[src/rtl/fagr_pkg.sv]
// ----------------------------------------------------------------------------
// fagr_pkg
// Shared types and codes for the fraction ALU with GCD reduction.
// ----------------------------------------------------------------------------
package fagr_pkg;

    localparam int unsigned RES_WIDTH = 33;

    typedef enum logic [2:0] {
        MODE_ADD = 3'd0,
        MODE_SUB = 3'd1,
        MODE_MUL = 3'd2,
        MODE_DIV = 3'd3,
        MODE_RED = 3'd4
    } mode_t;

    typedef enum logic [3:0] {
        ST_IDLE,
        ST_MUL1,
        ST_MUL2,
        ST_MUL3,
        ST_MUL4,
        ST_GCD_START,
        ST_GCD_WAIT,
        ST_NUM_START,
        ST_NUM_WAIT,
        ST_DEN_START,
        ST_DEN_WAIT,
        ST_DONE
    } state_t;

endpackage

[src/rtl/fraction_alu_with_gcd_reduce_core.sv]
// ----------------------------------------------------------------------------
// fraction_alu_with_gcd_reduce_core
// Fraction add, subtract, multiply, divide and GCD reduce.
// ----------------------------------------------------------------------------
// One item at a time. Add, subtract, multiply and divide run up to three
// products through one shared multiplier, one product a cycle. Reduce runs
// Euclid's method through one serial divider of OPERAND_WIDTH+1 bits, then
// two more divisions for the results. The result waits in an output
// register; s_ready is high only while the block is idle and no result is
// waiting.
module fraction_alu_with_gcd_reduce_core #(
    parameter int OPERAND_WIDTH = 16
) (
    input  logic        aclk,
    input  logic        aresetn,
    input  logic        s_valid,
    output logic        s_ready,
    input  logic [2:0]  s_mode,
    input  logic signed [15:0] s_a_num,
    input  logic signed [15:0] s_a_den,
    input  logic signed [15:0] s_b_num,
    input  logic signed [15:0] s_b_den,
    output logic        m_valid,
    input  logic        m_ready,
    output logic signed [32:0] m_res_num,
    output logic signed [32:0] m_res_den,
    output logic        m_error
);

    localparam int W = OPERAND_WIDTH;
    localparam int DW = W + 1;
    localparam int PW = 2 * W;
    localparam int RW = fagr_pkg::RES_WIDTH;

    fagr_pkg::state_t state_reg, state_next;

    logic [2:0]     mode_reg;
    logic [W-1:0]   an_reg, ad_reg, bn_reg, bd_reg;
    logic [DW-1:0]  x_reg, x_next, y_reg, y_next;
    logic signed [PW:0] acc_reg, acc_next;
    logic signed [PW:0] den_reg, den_next;
    logic [RW-1:0]  out_num_reg, out_num_next;
    logic [RW-1:0]  out_den_reg, out_den_next;
    logic           out_err_reg, out_err_next;
    logic           mval_reg, mval_next;

    logic signed [W-1:0]  mul_a, mul_b;
    logic signed [PW-1:0] prod;

    logic          div_start;
    logic [DW-1:0] div_dvd, div_dvs;
    logic          div_done;
    logic [DW-1:0] div_q, div_r;

    logic [31:0]   in_an, in_ad, in_bn, in_bd;

    logic accept;
    assign accept = s_valid && s_ready;
    assign s_ready = (state_reg == fagr_pkg::ST_IDLE) && !mval_reg;

    assign in_an = {16'b0, s_a_num};
    assign in_ad = {16'b0, s_a_den};
    assign in_bn = {16'b0, s_b_num};
    assign in_bd = {16'b0, s_b_den};

    assign prod = mul_a * mul_b;

    fagr_divider #(.W(DW)) u_div (
        .aclk(aclk),
        .aresetn(aresetn),
        .start(div_start),
        .dividend(div_dvd),
        .divisor(div_dvs),
        .done(div_done),
        .quotient(div_q),
        .remainder(div_r)
    );

    always_comb begin
        state_next = state_reg;
        case (state_reg)
            fagr_pkg::ST_IDLE: begin
                if (accept) begin
                    if (s_mode == fagr_pkg::MODE_RED) begin
                        state_next = (in_ad[W-1:0] == '0) ? fagr_pkg::ST_DONE
                                                          : fagr_pkg::ST_GCD_START;
                    end else if (s_mode <= fagr_pkg::MODE_DIV) begin
                        state_next = fagr_pkg::ST_MUL1;
                    end else begin
                        state_next = fagr_pkg::ST_DONE;
                    end
                end
            end
            fagr_pkg::ST_MUL1: state_next = fagr_pkg::ST_MUL2;
            fagr_pkg::ST_MUL2: state_next = fagr_pkg::ST_MUL3;
            fagr_pkg::ST_MUL3: state_next = fagr_pkg::ST_MUL4;
            fagr_pkg::ST_MUL4: state_next = fagr_pkg::ST_DONE;
            fagr_pkg::ST_GCD_START: state_next = fagr_pkg::ST_GCD_WAIT;
            fagr_pkg::ST_GCD_WAIT: begin
                if (div_done) begin
                    state_next = (div_r == '0) ? fagr_pkg::ST_NUM_START
                                               : fagr_pkg::ST_GCD_START;
                end
            end
            fagr_pkg::ST_NUM_START: state_next = fagr_pkg::ST_NUM_WAIT;
            fagr_pkg::ST_NUM_WAIT: begin
                if (div_done) begin
                    state_next = fagr_pkg::ST_DEN_START;
                end
            end
            fagr_pkg::ST_DEN_START: state_next = fagr_pkg::ST_DEN_WAIT;
            fagr_pkg::ST_DEN_WAIT: begin
                if (div_done) begin
                    state_next = fagr_pkg::ST_DONE;
                end
            end
            fagr_pkg::ST_DONE: state_next = fagr_pkg::ST_IDLE;
            default: state_next = fagr_pkg::ST_IDLE;
        endcase
    end

    always_comb begin
        x_next = x_reg;
        y_next = y_reg;
        acc_next = acc_reg;
        den_next = den_reg;
        out_num_next = out_num_reg;
        out_den_next = out_den_reg;
        out_err_next = out_err_reg;
        mval_next = mval_reg;
        mul_a = '0;
        mul_b = '0;
        div_start = 1'b0;
        div_dvd = x_reg;
        div_dvs = y_reg;
        if (mval_reg && m_ready) begin
            mval_next = 1'b0;
        end
        case (state_reg)
            fagr_pkg::ST_IDLE: begin
                acc_next = '0;
                den_next = '0;
                x_next = {in_an[W-1], in_an[W-1:0]};
                y_next = {in_ad[W-1], in_ad[W-1:0]};
            end
            fagr_pkg::ST_MUL1: begin
                mul_a = an_reg;
                mul_b = (mode_reg == fagr_pkg::MODE_MUL) ? bn_reg : bd_reg;
                acc_next = (PW+1)'(prod);
            end
            fagr_pkg::ST_MUL2: begin
                mul_a = ad_reg;
                mul_b = bn_reg;
                if (mode_reg == fagr_pkg::MODE_ADD) begin
                    acc_next = acc_reg + (PW+1)'(prod);
                end else if (mode_reg == fagr_pkg::MODE_SUB) begin
                    acc_next = acc_reg - (PW+1)'(prod);
                end else if (mode_reg == fagr_pkg::MODE_DIV) begin
                    den_next = (PW+1)'(prod);
                end
            end
            fagr_pkg::ST_MUL3: begin
                mul_a = ad_reg;
                mul_b = bd_reg;
                if (mode_reg != fagr_pkg::MODE_DIV) begin
                    den_next = (PW+1)'(prod);
                end
            end
            fagr_pkg::ST_MUL4: begin
                out_num_next = RW'(PW+1 > RW ? acc_reg : $signed(acc_reg));
                out_den_next = RW'(den_reg);
            end
            fagr_pkg::ST_GCD_START: div_start = 1'b1;
            fagr_pkg::ST_GCD_WAIT: begin
                if (div_done && div_r != '0) begin
                    x_next = y_reg;
                    y_next = div_r;
                end
            end
            fagr_pkg::ST_NUM_START: begin
                div_start = 1'b1;
                div_dvd = {an_reg[W-1], an_reg};
            end
            fagr_pkg::ST_NUM_WAIT: begin
                if (div_done) begin
                    out_num_next = RW'($signed(div_q));
                end
            end
            fagr_pkg::ST_DEN_START: begin
                div_start = 1'b1;
                div_dvd = {ad_reg[W-1], ad_reg};
            end
            fagr_pkg::ST_DEN_WAIT: begin
                if (div_done) begin
                    out_den_next = RW'($signed(div_q));
                end
            end
            fagr_pkg::ST_DONE: begin
                mval_next = 1'b1;
                if (mode_reg > fagr_pkg::MODE_RED ||
                    (mode_reg == fagr_pkg::MODE_RED && ad_reg == '0)) begin
                    out_num_next = '0;
                    out_den_next = '0;
                end
                out_err_next = (mode_reg == fagr_pkg::MODE_RED) && (ad_reg == '0);
            end
            default: begin
            end
        endcase
    end

    always_ff @(posedge aclk) begin
        if (!aresetn) begin
            state_reg <= fagr_pkg::ST_IDLE;
            mval_reg <= 1'b0;
        end else begin
            state_reg <= state_next;
            mval_reg <= mval_next;
        end
        if (accept) begin
            mode_reg <= s_mode;
            an_reg <= in_an[W-1:0];
            ad_reg <= in_ad[W-1:0];
            bn_reg <= in_bn[W-1:0];
            bd_reg <= in_bd[W-1:0];
        end
        x_reg <= x_next;
        y_reg <= y_next;
        acc_reg <= acc_next;
        den_reg <= den_next;
        out_num_reg <= out_num_next;
        out_den_reg <= out_den_next;
        out_err_reg <= out_err_next;
    end

    assign m_valid = mval_reg;
    assign m_res_num = out_num_reg;
    assign m_res_den = out_den_reg;
    assign m_error = out_err_reg;

endmodule

[src/rtl/fagr_divider.sv]
// ----------------------------------------------------------------------------
// fagr_divider
// Serial signed divider, one quotient bit per cycle, truncating quotient
// and remainder with the sign of the dividend.
// ----------------------------------------------------------------------------
module fagr_divider #(
    parameter int W = 16
) (
    input  logic         aclk,
    input  logic         aresetn,
    input  logic         start,
    input  logic [W-1:0] dividend,
    input  logic [W-1:0] divisor,
    output logic         done,
    output logic [W-1:0] quotient,
    output logic [W-1:0] remainder
);

    localparam int CW = $clog2(W + 1);

    logic         busy_reg, busy_next;
    logic [CW-1:0] cnt_reg, cnt_next;
    logic [W-1:0] q_reg, q_next;
    logic [W:0]   r_reg, r_next;
    logic [W-1:0] d_reg, d_next;
    logic         qneg_reg, qneg_next;
    logic         rneg_reg, rneg_next;
    logic         done_reg, done_next;
    logic [W:0]   shifted;
    logic [W:0]   diff;
    logic [W-1:0] abs_a;
    logic [W-1:0] abs_b;

    assign abs_a = dividend[W-1] ? (~dividend + 1'b1) : dividend;
    assign abs_b = divisor[W-1] ? (~divisor + 1'b1) : divisor;
    assign shifted = {r_reg[W-1:0], q_reg[W-1]};
    assign diff = shifted - {1'b0, d_reg};

    always_comb begin
        busy_next = busy_reg;
        cnt_next = cnt_reg;
        q_next = q_reg;
        r_next = r_reg;
        d_next = d_reg;
        qneg_next = qneg_reg;
        rneg_next = rneg_reg;
        done_next = 1'b0;
        if (start) begin
            busy_next = 1'b1;
            cnt_next = CW'(W);
            q_next = abs_a;
            r_next = '0;
            d_next = abs_b;
            qneg_next = dividend[W-1] ^ divisor[W-1];
            rneg_next = dividend[W-1];
        end else if (busy_reg) begin
            if (diff[W]) begin
                r_next = shifted;
                q_next = {q_reg[W-2:0], 1'b0};
            end else begin
                r_next = diff;
                q_next = {q_reg[W-2:0], 1'b1};
            end
            cnt_next = cnt_reg - 1'b1;
            if (cnt_reg == CW'(1)) begin
                busy_next = 1'b0;
                done_next = 1'b1;
            end
        end
    end

    always_ff @(posedge aclk) begin
        if (!aresetn) begin
            busy_reg <= 1'b0;
            done_reg <= 1'b0;
            cnt_reg <= '0;
        end else begin
            busy_reg <= busy_next;
            done_reg <= done_next;
            cnt_reg <= cnt_next;
        end
        q_reg <= q_next;
        r_reg <= r_next;
        d_reg <= d_next;
        qneg_reg <= qneg_next;
        rneg_reg <= rneg_next;
    end

    assign done = done_reg;
    assign quotient = qneg_reg ? (~q_reg + 1'b1) : q_reg;
    assign remainder = rneg_reg ? (~r_reg[W-1:0] + 1'b1) : r_reg[W-1:0];

endmodule

[config.mk]
export PLATFORM = sky130hd
export DESIGN_NAME = fraction_alu_with_gcd_reduce_core
export DESIGN_NICKNAME = d
export VERILOG_FILES = /design/src/rtl/fagr_pkg.sv /design/src/rtl/fraction_alu_with_gcd_reduce_core.sv /design/src/rtl/fagr_divider.sv
export SDC_FILE = /design/constraint.sdc
export NUM_CORES = 1
export LEC_CHECK = 0
export ABC_AREA = 0
export ABC_CLOCK_PERIOD_IN_PS = 25700
export BUFFER_PORTS_ARGS = -buffer_cell sky130_fd_sc_hd__buf_2
export CELL_PAD_IN_SITES_DETAIL_PLACEMENT = 0
export CELL_PAD_IN_SITES_GLOBAL_PLACEMENT = 2
export CORE_MARGIN = 3
export CORE_UTILIZATION = 44
export DETAILED_ROUTE_END_ITERATION = 7
export PLACE_DENSITY_LB_ADDON = 0.1
export SLEW_MARGIN = 5
export SYNTH_ARGS = -nofsm -noshare
export SYNTH_HDL_FRONTEND = slang
export SYNTH_SLANG_ARGS = --single-unit
[constraint.sdc]
create_clock -name aclk -period 25.7 [get_ports aclk]
set_input_delay 1.285 -clock aclk [delete_from_list [all_inputs] [get_ports aclk]]
set_output_delay 1.285 -clock aclk [all_outputs]
set_load 0.05 [all_outputs]
== After elaboration in Yosys (flattened, before gate mapping) ==
Cells that the tools add are included.

* $add $sub $neg: 8
* Multipliers: 1
* $lt $le $gt $ge: 2
* Eq/ne operators: 29
* Mux-type cells: 46
* Bitwise logic cells: 7
* Reductions and logical operators: 30

{| class="wikitable"
|+ Operators by type and width
! operator !! number
|-
| $pmux 33 s3 || 4
|-
| $mux 33 || 8
|-
| $mux 17 || 8
|-
| $pmux 17 s2 || 3
|-
| $add 17x1->17 const B || 4
|-
| $not 17->17 || 4
|-
| $pmux 16 s3 || 1
|-
| $pmux 4 s11 || 1
|-
| $add 33x32->33 || 1
|-
| $sub 33x32->33 || 1
|-
| $logic_not 16->1 || 2
|-
| $mul 16x16->32 || 1
|-
| $mux 16 || 2
|-
| $pmux 16 s2 || 1
|-
| $mux 4 || 7
|-
| $sub 18x17->18 || 1
|-
| $logic_not 17->1 || 1
|-
| $reduce_bool 17->1 || 1
|-
| $eq 4x3->1 const B || 4
|-
| $eq 4x4->1 const B || 4
|-
| $ne 2x2->1 const B || 7
|-
| $reduce_bool 3->1 || 4
|-
| $mux 5 || 2
|-
| $eq 4x2->1 const B || 2
|-
| other kinds (27) || 49
|}

* Bits in registers: 299
* Output and inout port bits: 69

== Logic depth before layout (Yosys ltp) ==
Gate-level depths: netlist of run 1.

* Word-level depth: 8
* Depth in mapped cells: 43
* Depth with buffers taken out: 39

== Hierarchy ==
From an unflattened synthesis of run 1, not the netlist that was laid out.

* Cells, all modules: 2734
* Area total of the unflattened synthesis: 26776.9 um^2

{| class="wikitable"
|+ By module, submodules not included
! module !! times used !! cells each !! area each (um^2)
|-
| fraction_alu_with_gcd_reduce_core || 1 || 2207 || 22195.0
|-
| fagr_divider || 1 || 527 || 4581.9
|}

== Worst setup path before layout of run 1 ==
OpenSTA, ideal clock, no wires.

* Path type: reg2reg
* Start: reg mode_reg[2]
* End: reg acc_reg[32], data pin
* Library setup time: 0.261 ns
* Arrival: 9.345 ns
* Data required time: 25.439 ns
* Path slack: 16.094 ns
* Cell stages (with the launch flop): 42
* Period minus slack after synthesis: 9.606 ns
* Cells stage by stage: edfxtp_1 > nor4b_1 > a21oi_1 > nor2_1 > clkbuf_1 > a22o_1 > clkbuf_1 > nand2_1 > fa_1 > inv_1 > fa_1 > inv_1 > fa_1 > inv_1 > fa_1 > fa_1 > inv_1 > fa_1 > [... 6 more ...] > a21oi_1 > xnor2_1 > and4_2 > nand4_1 > nand2b_1 > o21ai_0 > xor2_1 > ha_1 > a21oi_1 > nor2b_1 > o21ai_0 > nand2b_1 > or3_1 > o211ai_1 > nand2_1 > a31oi_1 > xor2_1 > o22ai_1

* Cells in the longest elaborated chain, start to end: 8
* Elaborated cells on any way between the ends: 10

{| class="wikitable"
|+ RTL lines
! item !! line !! text
|-
| start: declaration || fraction_alu_with_gcd_reduce_core.sv:37 || <nowiki>logic [2:0] mode_reg;</nowiki>
|-
| start signal: assignment || fraction_alu_with_gcd_reduce_core.sv:221 || <nowiki>mode_reg <= s_mode;</nowiki>
|-
| $eq 3x2->1 || fraction_alu_with_gcd_reduce_core.sv:148 || <nowiki>mul_b = (mode_reg == fagr_pkg::MODE_MUL) ? bn_reg : bd_reg;</nowiki>
|-
| $mux 16 || fraction_alu_with_gcd_reduce_core.sv:148 ||
|-
| $pmux 16 s3 || fraction_alu_with_gcd_reduce_core.sv:139 || <nowiki>case (state_reg)</nowiki>
|-
| $mul 16x16->32 || fraction_alu_with_gcd_reduce_core.sv:66 || <nowiki>assign prod = mul_a * mul_b;</nowiki>
|-
| $sub 33x32->33 || fraction_alu_with_gcd_reduce_core.sv:157 || <nowiki>acc_next = acc_reg - (PW+1)'(prod);</nowiki>
|-
| $mux 33 || fraction_alu_with_gcd_reduce_core.sv:156 || <nowiki>end else if (mode_reg == fagr_pkg::MODE_SUB) begin</nowiki>
|-
| $mux 33 || fraction_alu_with_gcd_reduce_core.sv:154 || <nowiki>if (mode_reg == fagr_pkg::MODE_ADD) begin</nowiki>
|-
| $pmux 33 s3 (*) || fraction_alu_with_gcd_reduce_core.sv:139 ||
|-
| end signal: assignment || fraction_alu_with_gcd_reduce_core.sv:229 || <nowiki>acc_reg <= acc_next;</nowiki>
|-
| end: declaration || fraction_alu_with_gcd_reduce_core.sv:40 || <nowiki>logic signed [PW:0] acc_reg, acc_next;</nowiki>
|}

Mark *: on every way between the ends. The rest lies on a longest branch, timed or not. The select of a mux whose other input is x is not followed.
A chain may end at the register's enable or synchronous reset.

== Worst setup path after layout of run 1 ==
* Start: reg state_reg[1]
* End: reg acc_reg[32], data pin

* Cells in the longest elaborated chain, start to end: 8
* Elaborated cells on any way between the ends: 13

{| class="wikitable"
|+ RTL lines
! item !! line !! text
|-
| start: declaration || fraction_alu_with_gcd_reduce_core.sv:35 || <nowiki>fagr_pkg::state_t state_reg, state_next;</nowiki>
|-
| start signal: assignment || fraction_alu_with_gcd_reduce_core.sv:214 || <nowiki>state_reg <= fagr_pkg::ST_IDLE;</nowiki>
|-
| start signal: assignment || fraction_alu_with_gcd_reduce_core.sv:217 || <nowiki>state_reg <= state_next;</nowiki>
|-
| $eq 4x2->1 || fraction_alu_with_gcd_reduce_core.sv:139 ||
|-
| $reduce_or 2->1 (no line) || -- ||
|-
| $pmux 16 s2 || fraction_alu_with_gcd_reduce_core.sv:139 ||
|-
| $mul 16x16->32 || fraction_alu_with_gcd_reduce_core.sv:66 ||
|-
| $sub 33x32->33 || fraction_alu_with_gcd_reduce_core.sv:157 ||
|-
| $mux 33 || fraction_alu_with_gcd_reduce_core.sv:156 ||
|-
| $mux 33 || fraction_alu_with_gcd_reduce_core.sv:154 ||
|-
| $pmux 33 s3 (*) || fraction_alu_with_gcd_reduce_core.sv:139 ||
|}

Marks and branches as above.

==> key figures, run 1 <==
Synth
  – Largest area contributor in the netlist: edfxtp_1
  – Top_reg_cell synth: edfxtp_1
  – Top post-synthesis cells by area: edfxtp_1, fa_1, ha_1, inv_1, nand2_1
  – Top cell type's share of synthesized area: 30.28%
  – Syn Area/Cell: 9.585 um2
  – Synth Instances: 2773
  – Synth warn: 0
  – Yosys reg bits: 297
  – Mapped Area: 0.02658 mm2
  – Post-synth EDFFs: 268
  – Asr flop ratio synth: 0%
  – Syn_nets: 3246
  – Post-synthesis cell type count: 88
  – Seq/Total Area, Yosys: 32.46%

GRT
  – Largest net degree at the start of global routing: 69
  – GRT Residual Overflow: 0
  – Gr usage total: 23.78%
  – Vias in the first global route: 19998
  – Global-route wire length before repair: 117500 um
  – Initial antenna violation count: 2

Placed design
  – HPWL after DPL: 60060 um
  – GP Congestion: 0.9015
  – Buffers on Ports: 139

Final layout
  – Most frequent cells in the layout: inv_1, nand2_1, nor2_1
  – Area grow syn2layout: 10.58%
  – Commonest non-fill, non-tap cell in the layout: inv_1
  – Layout cells sized above 1: 9.959%
  – # diodes: 0
  – Nets@finish: 3356

Die
  – Initial Util: 44.78%
  – Die height: 251.8 um
  – Die area: 0.06339 mm2
  – Num ports: 140
  – Rows: 89
  – Core area: 0.05935 mm2
  – DIE WIDTH: 251.8 um

Setup path
  – CP most frequent cell: fa_1
  – R2R setup slack: 14.07 ns
  – Required time worst endpoint: 25.97 ns
  – Critical Path Source: state_reg[1]$_SDFFE_PN0P_
  – Setup CP Type: reg2reg
  – Setup crit end kind: flip-flop
  – CP Max Fanout: 26
  – Slowest stage delay, CP: 0.96 ns
  – Worst path arrival time: 11.90 ns
  – R2R cell count: 31
  – Reg2reg end: acc_reg[32]$_SDFFCE_PN0P_
  – Worst r2r src: state_reg[1]$_SDFFE_PN0P_
  – Critical Path Slowest Stage Cell: fa_1
  – Type of origin of the critical path: flip-flop

Drt
  – Via count: 20107
  – Post-route ant nets: 0
  – DRT iter0 DRCs: 1524
  – First drt pass iteration count: 5
  – DRC Markers: 0
  – Total routed wirelength: 74850 um
  – Vias per cell: 5.456
  – Wirelength per Cell: 20.31 um

Clock tree
  – Clock root buffer: clkbuf_16
  – Clock slew at reported path FFs: 0.06 ns
  – Clock sink count: 297
  – CTS H-Tree Depth: 2
  – # Post-CTS Setup Buffers: 0
  – Max Buffers Root-to-Sink: 3
  – Clk Latency, worst-skew pair: 0.55 ns
  – CTS tree: built
  – Post-CTS sizing: 0
  – CTS Buf Count: 37
  – Hold buffer count at CTS: 0

Timing
  – Slew @ Worst Pin: 1.337 ns
  – Worst Clk Skew: 0.02055 ns
  – Achievable Freq: 85.96 MHz
  – Final Max Tran Viols: 0
  – Unrepaired setup endpoints after global routing: no
  – Final setup violation count: 0
  – Setup TNS: 0 ns
  – Final Hold Viols: 0
  – Max-slew headroom: 10.89%
  – Final period util: 45.26%
  – Final worst path period need: 11.63 ns

Run
  – Max-Cap Viols: 0

Hold path
  – Hold Path End: u_div.cnt_reg[1]$_SDFFE_PP0P_
  – Hold depth: 2
  – Min-delay src: u_div.cnt_reg[1]$_SDFFE_PP0P_
  – Worst hold path class: reg2reg

Run status
  – Status: complete, no violations
how the worst max path moves through the flow:
| stage | end | slack (ns) | depth (start not counted) |
|---|---|---|---|
| 6_report | acc_reg[32]$_SDFFCE_PN0P_ | 14.07 | 31 |
| 5_1_grt | acc_reg[32]$_SDFFCE_PN0P_ | 13.07 | 32 |
| 4_1_cts | acc_reg[32]$_SDFFCE_PN0P_ | 14.03 | 31 |
| 3_5_place_dp | acc_reg[32]$_SDFFCE_PN0P_ | 14.09 | 31 |
| 3_3_place_gp | acc_reg[32]$_SDFFCE_PN0P_ | 14.15 | 31 |
| 2_1_floorplan | acc_reg[32]$_SDFFCE_PN0P_ | 16.09 | 41 |
cells in the mapped netlist, types with 24 or more instances:
master    instances
a21o_1           47
a21oi_1          84
a22o_1           31
a22oi_1          46
clkbuf_1         87
dfxtp_1          29
edfxtp_1        268
fa_1            264
ha_1            138
inv_1           391
nand2_1         329
nand3_1          34
nor2_1          285
nor3_1           24
o21ai_0         162
o22ai_1          25
xnor2_1          91
xor2_1           66
critical path, delay by kind of cell (launching register included):
| kind | cells | cell delay (ns) |
|---|---|---|
| and+or+nand+nor | 9 | 3.17 |
| AOI/OAI and AO/OA | 8 | 2.32 |
| xor gates and xnor gates | 2 | 0.33 |
| adders and majority gates | 8 | 4.14 |
| buffers and inverters | 4 | 0.56 |
| DFF | 1 | 0.78 |
per-stage QoR:
step / setup slack, ns / hold WS, ns / util (%) / instances / area, um2
after detailed placement: 14.09 / 0.5001 / 47.41 / 3617 / 28140
final: 14.07 / 0.5013 / 49.52 / 3685 / 29390
after global placement: 14.15 / 0.4800 / 47.41 / 3617 / 28140
after CTS: 14.03 / 0.5027 / 49.52 / 3685 / 29390
after floorplan: 16.09 / 0.4685 / - / 2773 / 26580
after global routing: 13.07 / 0.5364 / 49.52 / 3685 / 29390
kinds of logic (layout without fill, tap and decap cells):
| group | after synthesis | after routing | share of synthesized area, % |
|---|---|---|---|
| fa+ha+maj | 402 | 402 | 26.38 |
| simple gates | 841 | 841 | 14.03 |
| compound gates | 559 | 559 | 14.02 |
| mux | 19 | 19 | 0.7203 |
| xor+xnor | 157 | 157 | 5.174 |
| flops | 297 | 297 | 32.46 |
| buf+inv | 498 | 637 | 7.212 |
layout make-up:
class,instances,area [um2]
clock buffers,39,933.4
clock inverters,29,314.1
fillers,5610,29960
inverters,394,1479
multi-input cells,1978,16100
flip-flops and latches,297,8628
well taps,773,967.2
repair buffers,175,965.9
layer usage:
layer  share of wire (%)  GRT usage, %
met5                   0             0
met4                 2.3         5.702
met3                 5.4         3.113
met2                  44         37.16
met1                  48         35.37
Power of run 1 is not shown: default switching activity piles up to over one toggle a cycle in this logic, so the estimate is an artifact.
==> run 2, diff against run 1 <==
Settings changed: ABC_AREA 0 to 1, ABC_CLOCK_PERIOD_IN_PS 25700 to 10300, CORE_UTILIZATION 44 to 35.
Clock period 25.7 ns to 10.3 ns, I/O delays scaled along.
==> run 2 against run 1 <==
Compared with the run above: critical path depth grew 12; via count grew 14%; synthesized area grew 4.7%; register-to-register slack lost 13 ns; critical path type unchanged.
==> key figures, run 2 <==
Run status
  – Status: complete, no violations

Setup path
  – Worst r2r src: state_reg[3]$_SDFFE_PN0P_
  – Required time worst endpoint: 10.58 ns
  – R2R setup slack: 0.60 ns
  – Setup crit end kind: flip-flop
  – Type of origin of the critical path: flip-flop
  – CP Max Fanout: 17
  – R2R cell count: 43
  – Critical Path Source: state_reg[3]$_SDFFE_PN0P_
  – Critical Path Slowest Stage Cell: fa_1
  – CP most frequent cell: nand2_1
  – Slowest stage delay, CP: 0.55 ns
  – Setup CP Type: reg2reg
  – Reg2reg end: acc_reg[30]$_SDFFCE_PN0P_
  – Worst path arrival time: 9.98 ns

Clock tree
  – Clock sink count: 297
  – Max Buffers Root-to-Sink: 3
  – CTS tree: built
  – CTS Buf Count: 37
  – Clock root buffer: clkbuf_16
  – Clk Latency, worst-skew pair: 0.56 ns
  – Clock slew at reported path FFs: 0.07 ns
  – CTS H-Tree Depth: 2

Placed design
  – GP Congestion: 0.9397
  – Post-Place Cell Area: 0.03036 mm2
  – Placed cells: 4572
  – Pre-CTS setup slack: 0.2139 ns
  – Buffers on Ports: 139
  – HPWL after DPL: 77500 um

Timing
  – Worst Clk Skew: 0.02108 ns
  – Final Max Tran Viols: 0
  – Final worst path period need: 9.696 ns
  – Final setup violation count: 0
  – Hold Slack: 0.1449 ns
  – Final Hold Viols: 0
  – Achievable Freq: 103.1 MHz
  – Max-slew headroom: 17.53%
  – Slew @ Worst Pin: 1.236 ns
  – Final Worst Setup Slack: 0.6038 ns
  – Final period util: 94.14%

Synth
  – Asr flop ratio synth: 0%
  – Post-synth EDFFs: 268
  – Seq/Total Area, Yosys: 31.00%
  – Top cell type's share of synthesized area: 28.91%
  – Mapped Area: 0.02783 mm2
  – Syn Area/Cell: 8.264 um2
  – Synth Area in Compound Gates: 9.849%
  – Commonest cells in the netlist: inv_1, nand2_1, nor2_1, edfxtp_1, fa_1
  – Syn_nets: 3841
  – Most common cell in the netlist: inv_1
  – Largest area contributor in the netlist: edfxtp_1
  – Adder-cell share of the synthesized area: 25.19%
  – Largest family of logic cells by synthesized area: adder cells
  – Top post-synthesis cells by area: edfxtp_1, fa_1, inv_1, nand2_1, ha_1
  – Synth Instances: 3368
  – Top_reg_cell synth: edfxtp_1
  – Post-synthesis xor/xnor area fraction: 3.713%
  – Yosys reg bits: 297
  – Synth warn: 0
  – Mux contribution to synthesized area: 0%
  – Simple-gate share of the synthesized area: 19.47%
  – Post-synthesis cell type count: 63

Die
  – Initial Util: 35.64%
  – DIE WIDTH: 288.0 um
  – Die height: 288.0 um
  – Die area: 0.08294 mm2
  – Num ports: 140
  – Rows: 102
  – Core area: 0.07810 mm2

Drt
  – Via count: 23011
  – Total routed wirelength: 94140 um
  – First drt pass iteration count: 5
  – Wirelength per Cell: 20.28 um
  – DRT iter0 DRCs: 1362
  – DRC Markers: 0
  – Post-route ant nets: 0
  – Vias per cell: 4.957

Final layout
  – Area grow syn2layout: 13.93%
  – Commonest non-fill, non-tap cell in the layout: inv_1
  – Nets@finish: 4048
  – Post-Layout Cell Count: 4642
  – Layout cells sized above 1: 11.16%
  – Final non-filler cell area: 0.03171 mm2
  – # diodes: 0
  – Most frequent cells in the layout: inv_1, nand2_1, nor2_1

Hold path
  – Hold depth: 1
  – Hold Path End: bd_reg[11]$_DFFE_PP_
  – Min-delay src: s_b_den[11]
  – Worst hold path class: in2reg

GRT
  – Global-route wire length before repair: 144700 um
  – Gr usage total: 22.97%
  – Largest net degree at the start of global routing: 68
  – Initial antenna violation count: 0
  – Vias in the first global route: 23802
  – GRT Residual Overflow: 0

Run
  – Max-Cap Viols: 0
## run 2: cells by family after synthesis
family	Yosys count
xor gates and xnor gates	118
DFF	297
AOI/OAI and AO/OA	470
adders and majority gates	402
buffers and inverters	789
and+or+nand+nor	1292
## run 2: final cells by class
class                           count  area (um2)
Clock buffer                       44       994.7
Fill cell                        8137       46400
Clock inverter                     22       254.0
Inverter                          708        2664
Sequential cell                   297        8630
Multi-Input combinational cell   2282       16330
Tap cell                         1040        1301
Timing Repair Buffer              249        1534
## run 2: per-layer routing
layer  track usage [%]  wire [um]  vias to the layer above
met5                 0          0                        -
met4             3.926       1493                        0
met3             2.827       4773                       77
met2             38.35      43710                      592
met1             32.39      44160                    11218
li1                  -          -                    11124
## run 2: how the worst max path moves through the flow
stage | end | cells after the start
2_1_floorplan | acc_reg[29]$_SDFFCE_PN0P_ | 39
6_report | acc_reg[30]$_SDFFCE_PN0P_ | 43
5_1_grt | acc_reg[31]$_SDFFCE_PN0P_ | 42
3_3_place_gp | acc_reg[30]$_SDFFCE_PN0P_ | 44
3_5_place_dp | acc_reg[30]$_SDFFCE_PN0P_ | 44
4_1_cts | acc_reg[30]$_SDFFCE_PN0P_ | 44
## run 2: repair_timing
item	in CTS	in global routing
gates resized for setup	0	16
setup buffers	0	4
hold buffers	0	0
endpoints found under the setup margin	0	15
## run 2: per-stage QoR
stage | setup TNS, ns | utilization (%)
6_report | 0 | 40.60
5_1_grt | -0.0006990 | 40.60
4_1_cts | 0 | 40.47
3_5_place_dp | 0 | 38.87
3_3_place_gp | 0 | 38.87
2_1_floorplan | 0 | -
## run 2: critical path: cells and delay by family (launching register included)
kind            cells  cell delay [ns]
compound gates      4             0.89
xor+xnor            1             0.28
fa+ha+maj           8             3.53
buf+inv            10             1.45
flops               1             0.34
simple gates       20             2.90
Power of run 2 is left out for the same reason.
